$ cat config.mk
export PLATFORM = sky130hd
export DESIGN_NAME = frp_queue
export DESIGN_NICKNAME = d
export VERILOG_FILES = /design/src/rtl/frp_pkg.sv /design/src/rtl/frp_queue.sv
export SDC_FILE = /design/constraint.sdc
export NUM_CORES = 1
export LEC_CHECK = 0
export ABC_AREA = 1
export BUFFER_PORTS_ARGS = -buffer_cell sky130_fd_sc_hd__buf_2
export CAP_MARGIN = 20
export CORE_ASPECT_RATIO = 1.75
export CORE_MARGIN = 2
export CORE_UTILIZATION = 30
export DETAILED_ROUTE_END_ITERATION = 8
export SLEW_MARGIN = 20
export SYNTH_ARGS = -nofsm -noshare
export SYNTH_HDL_FRONTEND = slang
export SYNTH_SLANG_ARGS = --single-unit
export TNS_END_PERCENT = 50
$ cat constraint.sdc
create_clock -name clk -period 10.7 [get_ports clk]
set_clock_uncertainty 0.05 [all_clocks]
set_input_delay 1.07 -clock clk [delete_from_list [all_inputs] [get_ports clk]]
set_output_delay 1.07 -clock clk [all_outputs]
set_load 0.02 [all_outputs]
$ cat src/rtl/frp_pkg.sv
// ----------------------------------------------------------------------------
// frp_pkg: shared types and constants of the field ramp profile
// Register indexes, phase codes, configuration and job words.
// ----------------------------------------------------------------------------
package frp_pkg;

  localparam int TRIG_TABLE_DEPTH = 1024;
  localparam int TIME_BITS        = 32;

  localparam int TIME_W     = 32;
  localparam int SCALE_W    = 18;
  localparam int FRAC_W     = 16;
  localparam int CODE_W     = 3;
  localparam int CFG_IDX_W  = 3;
  localparam int CFG_DATA_W = 32;
  localparam int T_W        = (TIME_BITS < TIME_W) ? TIME_BITS : TIME_W;
  localparam int BND_W      = TIME_W + 3;
  localparam int DIV_STEPS  = TIME_W - 1;
  localparam int QUEUE_DEPTH = 4;
  localparam int QPTR_W     = $clog2(QUEUE_DEPTH);

  localparam logic [CODE_W-1:0] PH_FILL  = 3'd0;
  localparam logic [CODE_W-1:0] PH_CLEAN = 3'd1;
  localparam logic [CODE_W-1:0] PH_UP    = 3'd2;
  localparam logic [CODE_W-1:0] PH_FULL  = 3'd3;
  localparam logic [CODE_W-1:0] PH_DOWN  = 3'd4;
  localparam logic [CODE_W-1:0] PH_EMPTY = 3'd5;

  localparam logic [CFG_IDX_W-1:0] REG_FILL      = 3'd0;
  localparam logic [CFG_IDX_W-1:0] REG_CLEAN     = 3'd1;
  localparam logic [CFG_IDX_W-1:0] REG_RAMP_UP   = 3'd2;
  localparam logic [CFG_IDX_W-1:0] REG_FULL      = 3'd3;
  localparam logic [CFG_IDX_W-1:0] REG_RAMP_DOWN = 3'd4;
  localparam logic [CFG_IDX_W-1:0] REG_PEAK      = 3'd5;
  localparam logic [CFG_IDX_W-1:0] REG_RIP_FRAC  = 3'd6;
  localparam logic [CFG_IDX_W-1:0] REG_RIP_FREQ  = 3'd7;

  typedef struct packed {
    logic [TIME_W-1:0]  filling_time;
    logic [TIME_W-1:0]  cleaning_time;
    logic [TIME_W-1:0]  ramp_up_time;
    logic [TIME_W-1:0]  full_field_time;
    logic [TIME_W-1:0]  ramp_down_time;
    logic [SCALE_W-1:0] peak_scale;
    logic [FRAC_W-1:0]  ripple_fraction;
    logic [TIME_W-1:0]  ripple_frequency;
  } cfg_t;

  typedef struct packed {
    logic [BND_W-1:0] b1;
    logic [BND_W-1:0] b2;
    logic [BND_W-1:0] b3;
    logic [BND_W-1:0] b4;
    logic [BND_W-1:0] b5;
  } bnd_t;

  typedef struct packed {
    logic [CODE_W-1:0] code;
    logic              down;
    logic [TIME_W-1:0] elapsed;
    logic [TIME_W-1:0] len;
    logic [TIME_W-1:0] tr;
  } job_t;

endpackage

$ cat src/rtl/frp_queue.sv
// ----------------------------------------------------------------------------
// frp_queue: job queue
// Short first-in first-out queue between the front and the back.
// ----------------------------------------------------------------------------
module frp_queue (
  input  logic           clk,
  input  logic           rst,
  input  frp_pkg::job_t  push_job,
  input  logic           push_valid,
  output logic           push_ready,
  output frp_pkg::job_t  pop_job,
  output logic           pop_valid,
  input  logic           pop_ready
);
  import frp_pkg::*;

  job_t              slots [0:QUEUE_DEPTH-1];
  logic [QPTR_W-1:0] wp;
  logic [QPTR_W-1:0] rp;
  logic [QPTR_W:0]   cnt;
  logic              push;
  logic              pop;

  assign push_ready = cnt != (QPTR_W+1)'(QUEUE_DEPTH);
  assign pop_valid  = cnt != '0;
  assign pop_job    = slots[rp];
  assign push       = push_valid && push_ready;
  assign pop        = pop_valid && pop_ready;

  always_ff @(posedge clk) begin
    if (rst) begin
      wp  <= '0;
      rp  <= '0;
      cnt <= '0;
    end else begin
      if (push) wp <= wp + 1'b1;
      if (pop)  rp <= rp + 1'b1;
      if (push && !pop) begin
        cnt <= cnt + 1'b1;
      end else if (pop && !push) begin
        cnt <= cnt - 1'b1;
      end
    end
  end

  always_ff @(posedge clk) begin
    if (push) slots[wp] <= push_job;
  end

endmodule

* Yosys cells after proc, flatten, opt, wreduce, memory -nomap -nowiden
Memory sizes are Yosys's and may differ from the RTL's. A register that Yosys moved wholly into a read port is not among the register bits.
Index checks and enable logic that the tools add are counted.
** Word-level totals
- Register bits after elaboration :: 7
- Latch bits :: 0
- Bits in writable memories :: 400
- Bits in read-only memories :: 0
- Input bits :: 104
- Output and inout bits :: 102
- Word-level logic and storage cells :: 23
- Memories :: 1
** Memory list
- slots :: depth 4, width 100, read ports 1, clocked after memory_dff 1, write ports 1, RTL line frp_queue.sv:17 : job_t slots [0:QUEUE_DEPTH-1];
** Operators by class
- Add/subtract/negate cells :: 4
- Multipliers :: 0
- Div/mod/pow operators :: 0
- Magnitude comparators :: 0
- Equal/unequal tests :: 1
- Shift operators :: 0
- Muxes and demuxes :: 6
- Bitwise logic cells :: 0
- Reduce and logical (&&, ||, !) cells :: 8
** Operator list (number)
- 2-to-1 mux 3 bit :: 2
- adder 2 x 1 -> 2 bit (second input constant) :: 2
- logical AND 1 bit :: 4
- 2-to-1 mux 2 bit :: 2
- adder 3 x 1 -> 3 bit (second input constant) :: 1
- inequality test 3 bit (second input constant) :: 1
- nonzero test 3 bit :: 1
- subtractor 3 x 1 -> 3 bit (second input constant) :: 1
- zero test 1 bit :: 2
- 2-to-1 mux 1 bit :: 2
- nonzero test 2 bit :: 1

* Depth between registers and ports, before layout
- Word-level depth :: 6
- Gate-level depth with buffers :: 13
- Mapped depth without buffers :: 13

* Worst setup path before layout
OpenSTA, ideal clock, no wires.
- Path kind :: input-to-reg
- Start :: input push_valid
- End :: memory slots[0][0] (netlist bit), enable pin
- Library setup time :: 0.560 ns
- Data arrival time :: 5.353 ns
- Required time :: 10.090 ns
- Path slack :: 4.737 ns
- Stages :: 2
- Path buffers :: 0
- Cells stage by stage :: nand2_1 -> nor2_1
** Between the ends
- Longest elaborated chain between the ends :: 3
** RTL lines
- start, declared :: RTL line frp_queue.sv:9 : input logic push_valid,
- logical AND 1 bit :: RTL line frp_queue.sv:27 : assign push = push_valid && push_ready;
- 2-to-1 mux 1 bit :: RTL line frp_queue.sv:47 : if (push) slots[wp] <= push_job;
- 2-to-1 mux 1 bit (implied by the code) :: RTL line frp_queue.sv:47
- end, declared :: RTL line frp_queue.sv:17
Every way passes these cells.

==> summary.txt <==
Worst setup path
  – RR Endpoint: slots[1][40]$_DFFE_PP_
  – CP required: 9.58 ns
  – Worst Path Arrival: 3.39 ns
  – Critical path class: reg -> out
  – Crit Reg-Reg Startpoint: cnt[0]$_SDFFE_PP0P_
  – CP max FO: 52
  – CP peak stage delay: 0.89 ns
  – R2R cell count: 5
  – Critical path's top delay family: buffers and inverters
  – Critical Path Sink Type: output port
  – CP startpoint kind: flip-flop
  – Slowest CP cell: clkinv_2
  – Critical-path cell list: clkinv_2 -> buf_4 -> o21ai_1 -> o22ai_1 -> buf_2
  – Reg2reg setup slack: 8.46 ns
  – Worst path bufs/invs: 3

Route
  – WL final: 35200 um
  – Mean number of vias per cell: 4.73
  – DRT Pass-1 Iters: 4
  – Routed len/inst: 18.2 um
  – Initial DRC count: 599
  – Antenna-violating nets left: 0
  – Number of remaining DRC errors: 0
  – Via count: 9152

Placed design
  – Gpl congestion: 0.735
  – Hpwl dp: 19600 um
  – # port buffers: 205
  – Placed Cells: 1860

STA
  – Final-report setup violation count: 0
  – Final Hold Viols: 0
  – Actual slew at the worst max-slew pin: 1.07 ns
  – Final-layout setup total negative slack: 0 ns
  – Max-slew violation count: 0
  – F_max: 0.222 GHz
  – Post-route clock period utilization: 42.1%
  – Post-layout minimum cycle time: 4.51 ns
  – RSZ-0062 raised after global routing: no
  – Rel. slew slack: 28.5%

Floorplanning
  – Initial Utilization: 30.2%
  – Die H: 304 um
  – Row cnt: 110
  – Total die area: 0.0534 mm2
  – Core ar.: 0.0512 mm2
  – # IOs: 206
  – Die Wd: 176 um

Clock network
  – CTS Buf Count: 39
  – Clock transition at the registers of the reported paths: 0.06 ns
  – Post-CTS Setup Inserts: 0
  – # resized after CTS: 0
  – Cts hold-fix bufs: 0
  – Clock Root Buffer: clkbuf_16
  – Sink Count: 409
  – Max Root-Sink Buffers: 3
  – H-tree levels: 2
  – Latest clock arrival within the worst-skew pair: 0.53 ns
  – CTS tree: yes

Synthesis
  – Synth warn: 0
  – Area leader, netlist: edfxtp_1
  – Post-synthesis cell area: 0.0154 mm2
  – Distinct cells, synth: 26
  – Top_reg_cell synth: edfxtp_1
  – Dominant cells by area after synthesis: edfxtp_1 78%, nor2_1 5.2%, o22ai_1 4.0%
  – Gate Count Post-Synth: 1035
  – Seq/Total Area, Yosys: 78.9%
  – Mapped Nets: 1145
  – Yosys reg bits: 409
  – EDFF count, synth: 400
  – Mapped Avg Cell Area: 14.9 um2
  – Post-synth top area share: 77.8%
  – Synth async-reset ratio: 0%

Final layout
  – Layout cells sized above 1: 22.9%
  – Fin util: 35.5%
  – Commonest non-fill, non-tap cells in the layout: 400 x edfxtp_1, 208 x nor2_1, 205 x buf_2, 101 x o21ai_0, 98 x o22ai_1
  – Final nets: 1339
  – Fin cells: 1936
  – Area Growth Syn to Fin: 17.6%
  – Commonest non-fill, non-tap cell in the layout: edfxtp_1

Global route
  – Vias in the first global route: 9490
  – Initial antenna violation count: 10
  – GRT Residual Overflow: 0
  – Largest net degree at the start of global routing: 114
  – Gr usage total: 12.9%
  – Global-route wire length before repair: 53000 um

Run
  – Max cap viols: 0

Min path
  – Min-delay src: rp[0]$_SDFFE_PP0P_
  – Hold Path Class: reg -> reg
  – Worst hold stages: 2

Pwr
  – Peak VDD IR: 0.222 mV
  – Cell Pwr Density: 246 mW/mm2
  – Leakage: 6.20 nW

Outcome
  – Status: finished, final reports clean
[cell families after synthesis]
kind of cell,share of synthesized area [%]
adder cells (fa/ha/maj),0.535
AND/OR/NAND/NOR,5.78
XOR/XNOR,0.0567
AO/OA/AOI/OAI,10.8
buffers and inverters,3.84
flip-flops,78.9
[cell type report]
class                           count  area (um2)
Antenna cell                        8        20.0
Clock buffer                       47        1050
Clock inverter                     21         170
Multi-Input combinational cell    545        2690
Timing Repair Buffer              218        1120
Sequential cell                   409       12200
Tap cell                          672         841
Inverter                           16        66.3
Fill cell                        4917       33000
[routing by layer]
metal / share of wire, % / GRT usage (%) / up-vias
li1: - / - / 4282
met1: 38 / 14.1 / 4512
met2: 52 / 23.2 / 278
met3: 5.7 / 2.51 / 78
met4: 4.4 / 7.11 / 2
met5: 0.034 / 0 / -
[worst reg2reg max path: cells and delay by family, from the launching register on]
| family | cells | cell delay (ns) |
|---|---|---|
| flip-flops | 1 | 0.39 |
| buffers and inverters | 1 | 0.65 |
| AND/OR/NAND/NOR | 4 | 0.65 |
[power breakdown]
part / switching [mW] / leakage, nW / total [mW] / internal, mW
logic: 0.822 / 1.87 / 1.14 / 0.318
registers: 0.0639 / 3.74 / 2.01 / 1.95
clock network: 0.572 / 0.588 / 1.32 / 0.749
total: 1.46 / 6.20 / 4.47 / 3.02
[stage by stage]
stage	hold WS [ns]	worst slack, ns	power [mW]	instance area [um2]
2_1_floorplan	0.409	4.74	2.87	15400
3_3_place_gp	0.437	6.63	3.19	16900
3_5_place_dp	0.457	6.64	3.21	16900
4_1_cts	0.467	6.06	4.53	18100
5_1_grt	0.485	5.92	4.68	18200
6_report	0.462	6.19	4.47	18200
[synthesized netlist by cell type (all sizes together), types with 3 or more instances]
cell type,count
nand3,4
o22ai,100
a21oi,3
o21ai,201
ha,5
nand2,15
clkbuf,32
edfxtp,400
buf,33
nor2,214
inv,15
dfxtp,9
[flip-flops by register name, summed over array words and instances, names as in the netlist, named ones only]
name	cells
rp	2
slots	400
wp	2
cnt	3
[worst max path at each step]
stage	from	endpoint	slack, ns	depth (start not counted)
2_1_floorplan	push_valid	slots[0][0]$_DFFE_PP_	4.74	2
3_3_place_gp	flip-flop	pop_job[60]	6.63	5
3_5_place_dp	flip-flop	pop_job[71]	6.64	5
4_1_cts	flip-flop	pop_job[71]	6.06	5
5_1_grt	flip-flop	pop_job[80]	5.92	5
6_report	flip-flop	pop_job[71]	6.19	5
(Power assumes the default switching activity.)
