<file path="src/rtl/frp_pkg.sv">
// ----------------------------------------------------------------------------
// frp_pkg: shared types and constants of the field ramp profile
// Register indexes, phase codes, configuration and job words.
// ----------------------------------------------------------------------------
package frp_pkg;

  localparam int TRIG_TABLE_DEPTH = 1024;
  localparam int TIME_BITS        = 32;

  localparam int TIME_W     = 32;
  localparam int SCALE_W    = 18;
  localparam int FRAC_W     = 16;
  localparam int CODE_W     = 3;
  localparam int CFG_IDX_W  = 3;
  localparam int CFG_DATA_W = 32;
  localparam int T_W        = (TIME_BITS < TIME_W) ? TIME_BITS : TIME_W;
  localparam int BND_W      = TIME_W + 3;
  localparam int DIV_STEPS  = TIME_W - 1;
  localparam int QUEUE_DEPTH = 4;
  localparam int QPTR_W     = $clog2(QUEUE_DEPTH);

  localparam logic [CODE_W-1:0] PH_FILL  = 3'd0;
  localparam logic [CODE_W-1:0] PH_CLEAN = 3'd1;
  localparam logic [CODE_W-1:0] PH_UP    = 3'd2;
  localparam logic [CODE_W-1:0] PH_FULL  = 3'd3;
  localparam logic [CODE_W-1:0] PH_DOWN  = 3'd4;
  localparam logic [CODE_W-1:0] PH_EMPTY = 3'd5;

  localparam logic [CFG_IDX_W-1:0] REG_FILL      = 3'd0;
  localparam logic [CFG_IDX_W-1:0] REG_CLEAN     = 3'd1;
  localparam logic [CFG_IDX_W-1:0] REG_RAMP_UP   = 3'd2;
  localparam logic [CFG_IDX_W-1:0] REG_FULL      = 3'd3;
  localparam logic [CFG_IDX_W-1:0] REG_RAMP_DOWN = 3'd4;
  localparam logic [CFG_IDX_W-1:0] REG_PEAK      = 3'd5;
  localparam logic [CFG_IDX_W-1:0] REG_RIP_FRAC  = 3'd6;
  localparam logic [CFG_IDX_W-1:0] REG_RIP_FREQ  = 3'd7;

  typedef struct packed {
    logic [TIME_W-1:0]  filling_time;
    logic [TIME_W-1:0]  cleaning_time;
    logic [TIME_W-1:0]  ramp_up_time;
    logic [TIME_W-1:0]  full_field_time;
    logic [TIME_W-1:0]  ramp_down_time;
    logic [SCALE_W-1:0] peak_scale;
    logic [FRAC_W-1:0]  ripple_fraction;
    logic [TIME_W-1:0]  ripple_frequency;
  } cfg_t;

  typedef struct packed {
    logic [BND_W-1:0] b1;
    logic [BND_W-1:0] b2;
    logic [BND_W-1:0] b3;
    logic [BND_W-1:0] b4;
    logic [BND_W-1:0] b5;
  } bnd_t;

  typedef struct packed {
    logic [CODE_W-1:0] code;
    logic              down;
    logic [TIME_W-1:0] elapsed;
    logic [TIME_W-1:0] len;
    logic [TIME_W-1:0] tr;
  } job_t;

endpackage

</file>
<file path="src/rtl/frp_in_if.sv">
// ----------------------------------------------------------------------------
// frp_in_if: time stamp channel
// Valid/ready channel that carries one time stamp word.
// ----------------------------------------------------------------------------
interface frp_in_if;
  logic                        valid;
  logic                        ready;
  logic [frp_pkg::TIME_W-1:0]  time_ticks;

  modport source (output valid, output time_ticks, input ready);
  modport sink   (input valid, input time_ticks, output ready);
endinterface

</file>
<file path="src/rtl/frp_front.sv">
// ----------------------------------------------------------------------------
// frp_front: time stamp intake and phase classification
// Registers a time stamp, finds its phase and the ramp offset and length.
// ----------------------------------------------------------------------------
module frp_front (
  input  logic           clk,
  input  logic           rst,
  input  frp_pkg::cfg_t  cfg,
  input  frp_pkg::bnd_t  bnd,
  frp_in_if.sink         samples,
  output frp_pkg::job_t  job,
  output logic           job_valid,
  input  logic           job_ready
);
  import frp_pkg::*;

  logic             held;
  logic [T_W-1:0]   t;
  logic [BND_W-1:0] tc;
  logic [BND_W-1:0] e_up;
  logic [BND_W-1:0] e_dn;

  assign samples.ready = !held || job_ready;
  assign job_valid     = held;

  always_ff @(posedge clk) begin
    if (rst) begin
      held <= 1'b0;
    end else if (samples.ready) begin
      held <= samples.valid;
    end
  end

  always_ff @(posedge clk) begin
    if (samples.valid && samples.ready) begin
      t <= samples.time_ticks[T_W-1:0];
    end
  end

  always_comb begin
    tc       = BND_W'(t);
    e_up     = tc - bnd.b2;
    e_dn     = tc - bnd.b4;
    job.tr   = TIME_W'(t);
    job.down = 1'b0;
    job.len  = cfg.ramp_up_time;
    job.elapsed = e_up[TIME_W-1:0];
    if (tc < bnd.b1) begin
      job.code = PH_FILL;
    end else if (tc < bnd.b2) begin
      job.code = PH_CLEAN;
    end else if (tc < bnd.b3) begin
      job.code = PH_UP;
    end else if (tc < bnd.b4) begin
      job.code = PH_FULL;
    end else if (tc < bnd.b5) begin
      job.code    = PH_DOWN;
      job.down    = 1'b1;
      job.len     = cfg.ramp_down_time;
      job.elapsed = e_dn[TIME_W-1:0];
    end else begin
      job.code = PH_EMPTY;
    end
  end

endmodule

</file>
<file path="src/flat_wrapper.sv">
// flat-port wrapper written by rule: the top's interface ports become plain ports
module frp_front_flat import frp_pkg::*;
  (clk, rst, cfg, bnd, job, job_valid, job_ready, samples_valid, samples_time_ticks, samples_ready);
  frp_in_if samples_i ();
  input  logic clk;
  input  logic rst;
  input  frp_pkg::cfg_t cfg;
  input  frp_pkg::bnd_t bnd;
  output frp_pkg::job_t job;
  output logic job_valid;
  input  logic job_ready;
  input wire logic [$bits(samples_i.valid)-1:0] samples_valid;
  input wire logic [$bits(samples_i.time_ticks)-1:0] samples_time_ticks;
  output wire logic [$bits(samples_i.ready)-1:0] samples_ready;
  assign samples_i.valid = samples_valid;
  assign samples_i.time_ticks = samples_time_ticks;
  assign samples_ready = samples_i.ready;
  frp_front u_core (.clk(clk), .rst(rst), .cfg(cfg), .bnd(bnd), .samples(samples_i), .job(job), .job_valid(job_valid), .job_ready(job_ready));
endmodule
</file>
<file path="config.mk">
export PLATFORM = sky130hd
export DESIGN_NAME = frp_front_flat
export DESIGN_NICKNAME = d
export VERILOG_FILES = /design/src/rtl/frp_pkg.sv /design/src/rtl/frp_in_if.sv /design/src/rtl/frp_front.sv /design/src/flat_wrapper.sv
export SDC_FILE = /design/constraint.sdc
export NUM_CORES = 1
export LEC_CHECK = 0
export BUFFER_PORTS_ARGS = -buffer_cell sky130_fd_sc_hd__buf_2
export CAP_MARGIN = 20
export CORE_AREA = 2 2 209 211
export CTS_BUF_LIST = sky130_fd_sc_hd__clkbuf_8
export CTS_CLUSTER_DIAMETER = 200
export CTS_CLUSTER_SIZE = 40
export DETAILED_ROUTE_END_ITERATION = 8
export DIE_AREA = 0 0 211 213
export GPL_TIMING_DRIVEN = 0
export SETUP_SLACK_MARGIN = 0.5
export SLEW_MARGIN = 20
export SYNTH_ARGS = -nofsm -noshare
export SYNTH_HDL_FRONTEND = slang
export SYNTH_SLANG_ARGS = --single-unit
</file>
<file path="constraint.sdc">
create_clock -name clk -period 4.25 [get_ports clk]
set_input_delay 0 -clock clk [delete_from_list [all_inputs] [get_ports clk]]
set_output_delay 0 -clock clk [all_outputs]
set_load 0.02 [all_outputs]
</file>
# After elaboration in Yosys (flattened, before gate mapping)
# Index checks and enable logic that the tools add are counted.
# Widths: inputs -> output; s select.
# classes
addsub	2
magnitude_cmp	5
muxes	10
reduce_logical	3
# op_table
op	count
$mux 65	5
$lt 32x35->1	5
$sub 32x32->32	2
$mux 3	4
$logic_and 1x1->1	1
$logic_not 1->1	1
$logic_or 1x1->1	1
$mux 1	1
# totals
regBits	33
in_bits	437
out_inout_bits	102
wordCells	22

# Longest topological paths before layout
# depth
word_depth	6
ltp_mapped	15
ltp_nobuf	13

# Worst setup path after synthesis
# Ideal clock, no wire load.
# synth_path
path_type	register to output
startpoint	register u_core.t[8]
endpoint	output port job[75] (netlist bit)
t_arrival_ns	3.702
required_ns	4.250
path_slack_ns	0.548
stages_incl_launch_ff	14
n_path_buf	2
path_cell_list	edfxtp_1 -> ha_1 -> nand4_1 -> nor2_1 -> a21boi_2 -> o31ai_1 -> a221o_1 -> a2111oi_2 -> or3_1 -> nand2_1 -> or4b_1 -> buf_6 -> buf_2 -> mux2i_1
# synth_lines
element	line_no	text
from (decl)	frp_front.sv:18	logic [T_W-1:0] t;
from (signal assigned)	frp_front.sv:36	t <= samples.time_ticks[T_W-1:0];
to (decl)	flat_wrapper.sv:9	output frp_pkg::job_t job;

==> reports/metrics.csv <==
stage,metric,value,unit
floorplanning,Die Y-Extent,213,um
drt,Routed WL,36.3,mm
placement,PortBufs,376,
worst_setup_path,max incr delay on CP,0.59,ns
sta,setup_tns,-0.581,ns
logic_synthesis,synth warn,0,
drt,WL/cell,18.5,um
worst_setup_path,CP required,4.25,ns
worst_setup_path,CP Launch Type,flop,
drt,DR vias,8692,
worst_setup_path,Worst Path Buf+Inv,3,
pwr,Clk pwr share,13.9,%
grt,first-pass GRT wire length,50.8,mm
status,status,finished with violations,
drt,DR iter-0 viols,280,
clocking,number of buffers created by CTS,5,
sta,Clock Skew,0.00210,ns
logic_synthesis,library cells used by synthesis,63,
pwr,Gate power share,67.2,%
finish,"commonest cells after routing, fill and taps aside","buf_2, inv_1, ha_1, a21oi_1, buf_4",
min_path,Hold Path Origin,cfg[82],
sta,f_max,0.233,GHz
sta,"Hold Vio Cnt, Final",0,
worst_setup_path,Reg-to-Reg Start,u_core.job_valid,
pwr,Reg power frac,18.9,%
pwr,Switching Share,44.2,%
clocking,CTS H-tree depth,2,
worst_setup_path,Crit Path Max Fanout,10,
worst_setup_path,CP Cell Sequence,ha_2 > a21o_1 > a21oi_1 > a21boi_4 > o31ai_4 > a221o_2 > a2111oi_4 > or3_4 > nand2_4 > or4b_4 > buf_12 > buf_12 > mux2_4 > buf_2,
finish,fin nets,2006,
grt,Total GRT Usage,15.4,%
grt,initial antenna violation count,9,
logic_synthesis,Post-Syn Instances,948,
logic_synthesis,number of flops mapped to enable cells by yosys,32,
status,failing checks,setup timing,
logic_synthesis,post-synthesis register bit count,33,
finish,area of the multi-input gates,0.00628,mm^2
pwr,pwr dens,189,mW/mm^2
clocking,Clock Sinks,33,
logic_synthesis,Most used DFF post-synth,edfxtp_1,
finish,area growth from synthesis to layout,52.7,%
floorplanning,I/O Pins,539,
worst_setup_path,WP data arrival,4.29,ns
clocking,Max Root-Sink Buffers,2,
floorplanning,die width,211,um
drt,Via-to-Cell Ratio,4.43,
clocking,CTS tree,built,
worst_setup_path,reg2reg setup slack,2.79,ns
floorplanning,row cnt,76,
flow_run,Max-Cap Viols,0,
worst_setup_path,"most used cell, CP",buf_12,
worst_setup_path,crit path launch,u_core.t[3],
clocking,Worst-path clk slew,0.07,ns
placement,gpl congestion,0.882,
floorplanning,Core Box Area,0.0427,mm^2
grt,largest net degree at the start of global routing,33,
sta,fin crit share,101,%
pwr,switching power,0.979,mW
placement,pre-CTS WS,-0.411,ns
logic_synthesis,Mapped Area,0.00767,mm^2
sta,Worst Max-Slew Pin Slew,0.900,ns
worst_setup_path,Setup CP Type,flop to primary output,
sta,Slew Limit Headroom,39.5,%
floorplanning,Initial Utilization,18.0,%
grt,vias in the first global route,8667,
logic_synthesis,Syn Nets,1544,
drt,DRC viols,0,
sta,RSZ-0062 raised after global routing,yes,
sta,Tmin final,4.29,ns
finish,Reg area,981,um^2
floorplanning,Die ar.,0.0449,mm^2
finish,"commonest non-fill, non-tap cell in the layout",buf_2,
sta,final setup margin,-0.0358,ns
finish,fin util,27.4,%
finish,ratio of cells with drive above 1 in the final layout,36.6,%
finish,final-layout fill cell count,4625,
min_path,worst hold path type,input pin to primary output,
clocking,Worst-Skew Late Latency,0.30,ns
pwr,peak supply drop,0.266,mV
worst_setup_path,crit path capture type,primary output,
logic_synthesis,asr flop ratio synth,0,%
grt,GRT overflow,0,
placement,detailed placement HPWL,29.7,mm
clocking,CTS root buf,clkbuf_8,
logic_synthesis,syn_area_per_cell,8.09,um^2
pwr,Cell Int Power,1.24,mW
sta,WHS,0.312,ns
sta,Final Setup Violations,39,
worst_setup_path,"CP delay by family, top",compound AO/OA/AOI/OAI gates,
drt,TritonRoute pass-1 iters,5,
logic_synthesis,sequential cell area fraction in the yosys report,12.8,%
drt,final antenna-violating net count,0,
pwr,Pleak,6.45,nW
worst_setup_path,CP max stage cell,or4b_4,
sta,Final Max Tran Viols,0,
## per-layer routing
layer / global-route usage (%) / vias to the layer above / wire [um] / share of wire (%)
met3: 1.94 / 43 / 1930 / 5.3
met1: 20.0 / 3998 / 16500 / 45
met2: 27.0 / 323 / 17000 / 47
met5: 0 / - / 18 / 0.050
li1: - / 4324 / - / -
met4: 3.93 / 4 / 863 / 2.4
## registers in the layout, indices dropped and copies added (netlist names)
| name | cells |
|---|---|
| u_core.t | 32 |
| u_core.job_valid | 1 |
## cells by family after synthesis
group | count (synthesis) | synth area share [%]
compound gates | 259 | 21.8
simple gates | 194 | 13.0
buf+inv | 185 | 9.57
fa+ha+maj | 159 | 26.1
mux | 65 | 10.6
xor+xnor | 53 | 6.05
flops | 33 | 12.8
## path summary, 6_finish.rpt
path / endpoint / cells past startpoint
max: job[45] / 14
min: job[48] / 3
max reg2reg: u_core.t[30] / 2
min reg2reg: u_core.job_valid / 3
## cell type report
type                       count  area share, %
timing repair buffer         455           24.3
multi-input combinational    730           53.6
buffer                        14           1.33
sequential                    33           8.37
clock inverter                 3          0.395
clock buffer                   5          0.587
tap                          546           5.83
antenna                        4         0.0854
inverter                     171           5.48
## timing repair
item / 4_1_cts / 5_1_grt
pin swaps: 6 / 6
hold buffers: 34 / 0
resized for setup: 100 / 64
gates cloned: 1 / 0
buffers inserted: 38 / 6
endpoints found under the setup margin: 68 / 68
hold endpoints to repair: 33 / 0
## worst min-delay path, cell delays in order
cell and delay [ns]:
buf_2 0.07, mux2_4 0.13, buf_6 0.10
## power by group through the flow
stage	registers, mW	clock network [mW]	logic, mW
floorplan	0.435	0	0.788
global placement	0.451	0	1.24
detailed placement	0.451	0	1.26
CTS	0.422	0.320	1.45
global route	0.423	0.328	1.64
finish	0.419	0.308	1.49
## cell usage after synthesis, types with 4 or more instances
cell type  number  area [um^2]
nand2b_1       12         75.1
xor2_1         25          219
and2_1          7         43.8
a21o_1         54          405
nand3_1        17         85.1
a31oi_1        14         87.6
a211oi_1        9         67.6
ha_1          157         1960
o21a_1         12         90.1
buf_6           5         56.3
nor2b_1        15         93.8
and3_1         10         62.6
mux2i_1        29          290
edfxtp_1       32          961
xnor2_1        28          245
nor2_1         36          135
nand4_1        18          113
mux2_4         32          480
mux2_1          4         45.0
nor3_1         14         70.1
o211ai_1        7         52.6
a21oi_1        82          410
inv_1         171          642
o21ai_1         7         35.0
clkbuf_1        7         26.3
or3_1           4         25.0
o21bai_1        7         52.6
o21ai_0        32          160
nand2_1        44          165
## stage by stage
stage / std cells / total power [mW] / cell area, um^2
global placement: 1870 / 1.69 / 10200
finish: 1961 / 2.22 / 11700
floorplan: 948 / 1.22 / 7670
global route: 1961 / 2.39 / 11700
detailed placement: 1870 / 1.71 / 10200
CTS: 1951 / 2.20 / 11400
No activity file was read; power rests on OpenSTA's default activity.
