**config.mk**
```make
export PLATFORM = sky130hd
export DESIGN_NAME = frp_cfg_regs
export DESIGN_NICKNAME = d
export VERILOG_FILES = /design/src/rtl/frp_pkg.sv /design/src/rtl/frp_cfg_regs.sv
export SDC_FILE = /design/constraint.sdc
export NUM_CORES = 1
export LEC_CHECK = 0
export BUFFER_PORTS_ARGS = -buffer_cell sky130_fd_sc_hd__buf_2
export CORE_ASPECT_RATIO = 0.9
export CORE_UTILIZATION = 50
export CTS_CLUSTER_DIAMETER = 150
export CTS_CLUSTER_SIZE = 12
export DETAILED_ROUTE_END_ITERATION = 7
export GPL_TIMING_DRIVEN = 1
export PLACE_DENSITY = 0.75
export SYNTH_ARGS = -nofsm -noshare
export SYNTH_HDL_FRONTEND = slang
export SYNTH_SLANG_ARGS = --single-unit
export TNS_END_PERCENT = 10
```
**constraint.sdc**
```tcl
create_clock -name clk -period 15.8 [get_ports clk]
set_input_delay 1.58 -clock clk [delete_from_list [all_inputs] [get_ports clk]]
set_output_delay 1.58 -clock clk [all_outputs]
set_load 0.1 [all_outputs]
```
**src/rtl/frp_pkg.sv**
```systemverilog
// ----------------------------------------------------------------------------
// frp_pkg: shared types and constants of the field ramp profile
// Register indexes, phase codes, configuration and job words.
// ----------------------------------------------------------------------------
package frp_pkg;

  localparam int TRIG_TABLE_DEPTH = 1024;
  localparam int TIME_BITS        = 32;

  localparam int TIME_W     = 32;
  localparam int SCALE_W    = 18;
  localparam int FRAC_W     = 16;
  localparam int CODE_W     = 3;
  localparam int CFG_IDX_W  = 3;
  localparam int CFG_DATA_W = 32;
  localparam int T_W        = (TIME_BITS < TIME_W) ? TIME_BITS : TIME_W;
  localparam int BND_W      = TIME_W + 3;
  localparam int DIV_STEPS  = TIME_W - 1;
  localparam int QUEUE_DEPTH = 4;
  localparam int QPTR_W     = $clog2(QUEUE_DEPTH);

  localparam logic [CODE_W-1:0] PH_FILL  = 3'd0;
  localparam logic [CODE_W-1:0] PH_CLEAN = 3'd1;
  localparam logic [CODE_W-1:0] PH_UP    = 3'd2;
  localparam logic [CODE_W-1:0] PH_FULL  = 3'd3;
  localparam logic [CODE_W-1:0] PH_DOWN  = 3'd4;
  localparam logic [CODE_W-1:0] PH_EMPTY = 3'd5;

  localparam logic [CFG_IDX_W-1:0] REG_FILL      = 3'd0;
  localparam logic [CFG_IDX_W-1:0] REG_CLEAN     = 3'd1;
  localparam logic [CFG_IDX_W-1:0] REG_RAMP_UP   = 3'd2;
  localparam logic [CFG_IDX_W-1:0] REG_FULL      = 3'd3;
  localparam logic [CFG_IDX_W-1:0] REG_RAMP_DOWN = 3'd4;
  localparam logic [CFG_IDX_W-1:0] REG_PEAK      = 3'd5;
  localparam logic [CFG_IDX_W-1:0] REG_RIP_FRAC  = 3'd6;
  localparam logic [CFG_IDX_W-1:0] REG_RIP_FREQ  = 3'd7;

  typedef struct packed {
    logic [TIME_W-1:0]  filling_time;
    logic [TIME_W-1:0]  cleaning_time;
    logic [TIME_W-1:0]  ramp_up_time;
    logic [TIME_W-1:0]  full_field_time;
    logic [TIME_W-1:0]  ramp_down_time;
    logic [SCALE_W-1:0] peak_scale;
    logic [FRAC_W-1:0]  ripple_fraction;
    logic [TIME_W-1:0]  ripple_frequency;
  } cfg_t;

  typedef struct packed {
    logic [BND_W-1:0] b1;
    logic [BND_W-1:0] b2;
    logic [BND_W-1:0] b3;
    logic [BND_W-1:0] b4;
    logic [BND_W-1:0] b5;
  } bnd_t;

  typedef struct packed {
    logic [CODE_W-1:0] code;
    logic              down;
    logic [TIME_W-1:0] elapsed;
    logic [TIME_W-1:0] len;
    logic [TIME_W-1:0] tr;
  } job_t;

endpackage

```
**src/rtl/frp_cfg_regs.sv**
```systemverilog
// ----------------------------------------------------------------------------
// frp_cfg_regs: configuration registers
// Holds the phase lengths, peak scale and ripple settings; sums phase bounds.
// ----------------------------------------------------------------------------
module frp_cfg_regs (
  input  logic                            clk,
  input  logic                            rst,
  input  logic                            cfg_we,
  input  logic [frp_pkg::CFG_IDX_W-1:0]   cfg_index,
  input  logic [frp_pkg::CFG_DATA_W-1:0]  cfg_data,
  output frp_pkg::cfg_t                   cfg,
  output frp_pkg::bnd_t                   bnd
);
  import frp_pkg::*;

  always_ff @(posedge clk) begin
    if (rst) begin
      cfg.filling_time     <= '0;
      cfg.cleaning_time    <= '0;
      cfg.ramp_up_time     <= '0;
      cfg.full_field_time  <= '0;
      cfg.ramp_down_time   <= '0;
      cfg.peak_scale       <= 18'd65536;
      cfg.ripple_fraction  <= 16'd7;
      cfg.ripple_frequency <= 32'd4295;
    end else if (cfg_we) begin
      unique case (cfg_index)
        REG_FILL:      cfg.filling_time     <= cfg_data;
        REG_CLEAN:     cfg.cleaning_time    <= cfg_data;
        REG_RAMP_UP:   cfg.ramp_up_time     <= cfg_data;
        REG_FULL:      cfg.full_field_time  <= cfg_data;
        REG_RAMP_DOWN: cfg.ramp_down_time   <= cfg_data;
        REG_PEAK:      cfg.peak_scale       <= cfg_data[SCALE_W-1:0];
        REG_RIP_FRAC:  cfg.ripple_fraction  <= cfg_data[FRAC_W-1:0];
        REG_RIP_FREQ:  cfg.ripple_frequency <= cfg_data;
        default: ;
      endcase
    end
  end

  always_ff @(posedge clk) begin
    if (rst) begin
      bnd <= '0;
    end else begin
      bnd.b1 <= BND_W'(cfg.filling_time);
      bnd.b2 <= BND_W'(cfg.filling_time) + BND_W'(cfg.cleaning_time);
      bnd.b3 <= BND_W'(cfg.filling_time) + BND_W'(cfg.cleaning_time)
              + BND_W'(cfg.ramp_up_time);
      bnd.b4 <= BND_W'(cfg.filling_time) + BND_W'(cfg.cleaning_time)
              + BND_W'(cfg.ramp_up_time) + BND_W'(cfg.full_field_time);
      bnd.b5 <= BND_W'(cfg.filling_time) + BND_W'(cfg.cleaning_time)
              + BND_W'(cfg.ramp_up_time) + BND_W'(cfg.full_field_time)
              + BND_W'(cfg.ramp_down_time);
    end
  end

endmodule

```
; ---- Word level (Yosys, flattened, before mapping)
; Cells that the tools add are included.
; Widths: inputs -> output; s select.
[word_totals]
input_bits = 38
elab_cells = 34
output_inout_bits = 401
ff_bits = 401
[op_classes]
eq_ne = 7
add_sub_neg = 4
reduce_logical = 9
[ops]
columns = op, n
row1 = $add 34x32->35, 1
row2 = $add 35x32->35, 1
row3 = $add 33x32->34, 1
row4 = $add 32x32->33, 1
row5 = $reduce_and 2->1, 8
row6 = $eq 3x3->1 const B, 4
row7 = $eq 3x2->1 const B, 2
row8 = $eq 3x1->1 const B, 1
row9 = $logic_not 3->1, 1

; ---- Depth between registers and ports, before layout
[logic_depth]
depth_word = 4
ltp_mapped = 41
depth_no_buf = 41

; ---- Worst setup path after synthesis
; OpenSTA, ideal clock, no wires.
[synth_path]
path_type = flip-flop to flip-flop
start = register cfg[162] (netlist bit)
end = register bnd[33] (netlist bit)
stages_incl_launch_ff = 41
arrival_time_ps = 8054
path_slack_ps = 7625
required_ps = 15679
setup_time_ps = 121
path_cell_list = dfxtp_1 -> ha_1 -> fa_1 -> a211o_1 -> a21oi_1 -> a21oi_1 -> o21ai_0 -> nand2b_1 -> a21o_1 -> a21o_1 -> a21o_1 -> a21oi_1 -> xnor2_1 -> ha_1 -> nand2_1 -> nor2_1 -> nand3_1 -> o21ai_0 -> [... 5 more ...] -> nor2_1 -> and4_1 -> o2bb2ai_1 -> or2_2 -> a21o_1 -> a21o_1 -> xor2_1 -> ha_1 -> o21ai_0 -> o21ai_0 -> a31o_2 -> nor3_1 -> a21oi_1 -> a31o_2 -> o21a_1 -> o21a_1 -> o21bai_4 -> mux2_4
[synth_via]
elab_chain_len = 4
[synth_lines]
columns = item, line
row1 = "start, declared", frp_cfg_regs.sv:11  ; output frp_pkg::cfg_t cfg,
row2 = $add 32x32->33, frp_cfg_regs.sv:51  ; bnd.b5 <= BND_W'(cfg.filling_time) + BND_W'(cfg.cleaning_time)
row3 = $add 33x32->34, frp_cfg_regs.sv:52  ; + BND_W'(cfg.ramp_up_time) + BND_W'(cfg.full_field_time)
row4 = $add 34x32->35, frp_cfg_regs.sv:52
row5 = $add 35x32->35, frp_cfg_regs.sv:53  ; + BND_W'(cfg.ramp_down_time);
row6 = "end, declared", frp_cfg_regs.sv:12  ; output frp_pkg::bnd_t bnd
; Every way passes these cells.
; A chain may end at the register's enable or synchronous reset.

; ---- Worst setup path after layout
[layout_path]
start = register cfg[194] (netlist bit)
end = register bnd[33] (netlist bit)
; Same word-level chain as after synthesis.

==> flow_summary.ini <==
[status]
status = finished, final reports clean

[flow_run]
cap_violations = 0

[yosys]
synth_warnings = 0
syn_area_mm2 = 0.0185
ys.flop_type = dfxtp_1
ys_ff_latch = 395
synth_seq_area_share_pct = 42.7
syn_inst = 2217
synth_edf_count = 0
synthArstFlopShare_pct = 0
synth_area_per_cell_um2 = 8.35
ys_types = 81

[detailed_routing]
viasPerCell = 5.52
drcViolationCount = 0
finalWirelength_mm = 58.4
ant_nets = 0
drt_iter0_markers = 1352
vias = 17000
dr.pass1.iters = 5
wl_per_cell_um = 19.0

[sta]
slew_viol_final = 0
clock-skew-final_ns = 0.0268
finalCritPeriodShare_pct = 55.1
rsz0062_at_grt = false
max_slew_margin_pct = 21.5
period_needed_ns = 8.71
timing.fmax_ghz = 0.115
hold_viol = 0
setup_viol = 0
max_slew.worst_pin.slew_ns = 1.17
fin_tns_setup_ns = 0

[final_layout]
layout_common_cells = 511 x nand2_1, 431 x buf_2, 395 x dfxtp_1
drive_above_1_share_pct = 19.9
final_common_cell = nand2_1
fin_nets = 2766
final_area_mm2 = 0.0219
multi_input_area_mm2 = 0.0100
num-fill-cells = 3264
seqCellArea_mm2 = 0.00791
area_growth_pct = 18.5

[critical_path]
reg2reg_slack_ns = 7.09
critPathArrivalTime_ns = 9.13
max_stage_delay_ns = 0.44
crit_type = register to register
start_kind = register
reg2reg_from = cfg[194]$_SDFFE_PP0P_
worstPathMaxFanout = 5
required_ns = 16.22
end_kind = register
crit_slowest_cell = o21ai_0
reg2reg_depth = 40
r2r-end = bnd[33]$_SDFF_PP0_

[power_and_ir_drop]
vdd.ir_drop.worst_v = 0.0000924
p_sw_share_pct = 32.0
p_leak_nw = 10.4
p_int_mw = 1.53
p_clk_share_pct = 35.6
sequentialPowerShare_pct = 46.3
power_switching_uw = 719
p_per_area_mw_per_mm2 = 102
comb_power_share_pct = 18.1

[die]
rows = 66
start_util_pct = 50.9
ios = 439
dieArea_mm2 = 0.0378
coreArea_mm2 = 0.0363
die_h_um = 185
dieWidth_um = 205

[placement]
place_congestion = 0.984
post-dp-hpwl_mm = 45.1
io_buffer_count = 432
place_area_mm2 = 0.0209

[clock_network]
cts.sink_count = 395
tritoncts = yes
clockBufferDepth = 3
htree_num_levels = 2
cts_resized = 0
clkLatencyLatePin_ns = 0.55
postCtsSetupBuffers = 0
cts_hold_buffers = 0
clk_pin_slew_ns = 0.06
cts_buffers = 38
cts_root_buf = clkbuf_16

[global_route]
grt_pass1_wl_mm = 88.0
grt.overflow.total = 0
grt_max_degree = 155
first_global_vias = 15900
antenna_found_initial = 4
grt.total_usage_pct = 29.9

[min_path]
hold_depth = 2
hp-class = register to register
hold_start = cfg[18]$_SDFFE_PP0P_
holdPathEnd = cfg[18]$_SDFFE_PP0P_
-- power groups by stage --
stage / logic (mW) / clock network (mW) / registers (mW)
after CTS: 0.404 / 0.817 / 1.04
after detailed placement: 0.403 / 0 / 1.06
final: 0.406 / 0.800 / 1.04
after global placement: 0.400 / 0 / 1.06
after floorplan: 0.125 / 0 / 1.26
after global routing: 0.425 / 0.852 / 1.04
-- cells in the mapped netlist, types with 6 or more instances --
cell type / number / area [um^2]
a211oi_1: 14 / 105
a21boi_0: 7 / 52.6
a21o_1: 59 / 443
a21oi_1: 322 / 1610
a31oi_1: 10 / 62.6
and2_1: 8 / 50.1
buf_4: 6 / 45.0
clkbuf_1: 85 / 319
clkbuf_2: 16 / 80.1
dfxtp_1: 395 / 7910
ha_1: 129 / 1610
inv_1: 33 / 124
nand2_1: 511 / 1920
nand2b_1: 15 / 93.8
nand3_1: 27 / 135
nand3b_1: 10 / 75.1
nand4_1: 10 / 62.6
nor2_1: 91 / 342
nor2b_1: 142 / 888
nor3_1: 19 / 95.1
o21a_1: 18 / 135
o21ai_0: 54 / 270
o21ai_1: 6 / 30.0
o21bai_1: 16 / 120
xnor2_1: 72 / 631
xor2_1: 36 / 315
-- state kept, by name, indices dropped and copies added (netlist names) --
register / flops
cfg: 226
bnd: 169
-- through the flow --
step | total power, mW | hold slack [ns] | util, % | instances | worst slack (ns)
finish | 2.25 | 0.455 | 60.4 | 3074 | 7.09
global route | 2.32 | 0.464 | 60.4 | 3074 | 6.43
CTS | 2.26 | 0.453 | 60.4 | 3073 | 7.12
detailed placement | 1.46 | 0.445 | 57.7 | 3031 | 7.21
global placement | 1.46 | 0.439 | 57.7 | 3031 | 7.45
floorplan | 1.38 | 0.888 | - | 2222 | 7.63
-- routing by layer --
metal  global-route usage, %  vias up  share of wire (%)  wire, um
li1                        -     8248                  -         -
met1                    41.0     7936                 45     26200
met2                    47.4      665                 44     25900
met3                    5.75      101                8.1      4710
met4                    8.87        6                2.8      1610
met5                       0        -              0.058        34
-- critical path: cells and delay by family, from the launching register on --
family / cells / cell delay (ns)
adder cells (fa/ha/maj): 5 / 1.69
flip-flops: 1 / 0.33
XOR/XNOR: 3 / 0.61
multiplexers: 1 / 0.30
AND/OR/NAND/NOR: 9 / 1.32
AO/OA/AOI/OAI: 22 / 4.31
-- cells by family (layout without fill, tap and decap cells) --
logic type               Yosys count  after routing  synth area share (%)
AND/OR/NAND/NOR                  861            861                  20.9
AO/OA/AOI/OAI                    569            569                  18.5
flip-flops                       395            395                  42.7
buffers and inverters            147            522                  3.26
adder cells (fa/ha/maj)          133            133                  9.15
XOR/XNOR                         110            110                  5.35
other                              1              7                0.0203
multiplexers                       1              1                0.0811
-- layout make-up --
type	count	area share, %
multi-input cells	1680	45.7
flip-flops and latches	395	36.0
repair buffers	447	10.4
clock buffers	39	4.35
well taps	476	2.71
inverters	33	0.565
clock inverters	3	0.154
diodes	1	0.0114
-- worst max path at each step --
stage / from / to / slack, ns / cells past startpoint
after floorplan: cfg[162]$_SDFFE_PP0P_ / bnd[33]$_SDFF_PP0_ / 7.63 / 40
after global placement: cfg[162]$_SDFFE_PP0P_ / bnd[33]$_SDFF_PP0_ / 7.45 / 40
after detailed placement: cfg[162]$_SDFFE_PP0P_ / bnd[33]$_SDFF_PP0_ / 7.21 / 40
after CTS: cfg[194]$_SDFFE_PP0P_ / bnd[33]$_SDFF_PP0_ / 7.12 / 40
after global routing: cfg[162]$_SDFFE_PP0P_ / bnd[33]$_SDFF_PP0_ / 6.43 / 40
final: cfg[194]$_SDFFE_PP0P_ / bnd[33]$_SDFF_PP0_ / 7.09 / 40
(Power assumes the default switching activity.)
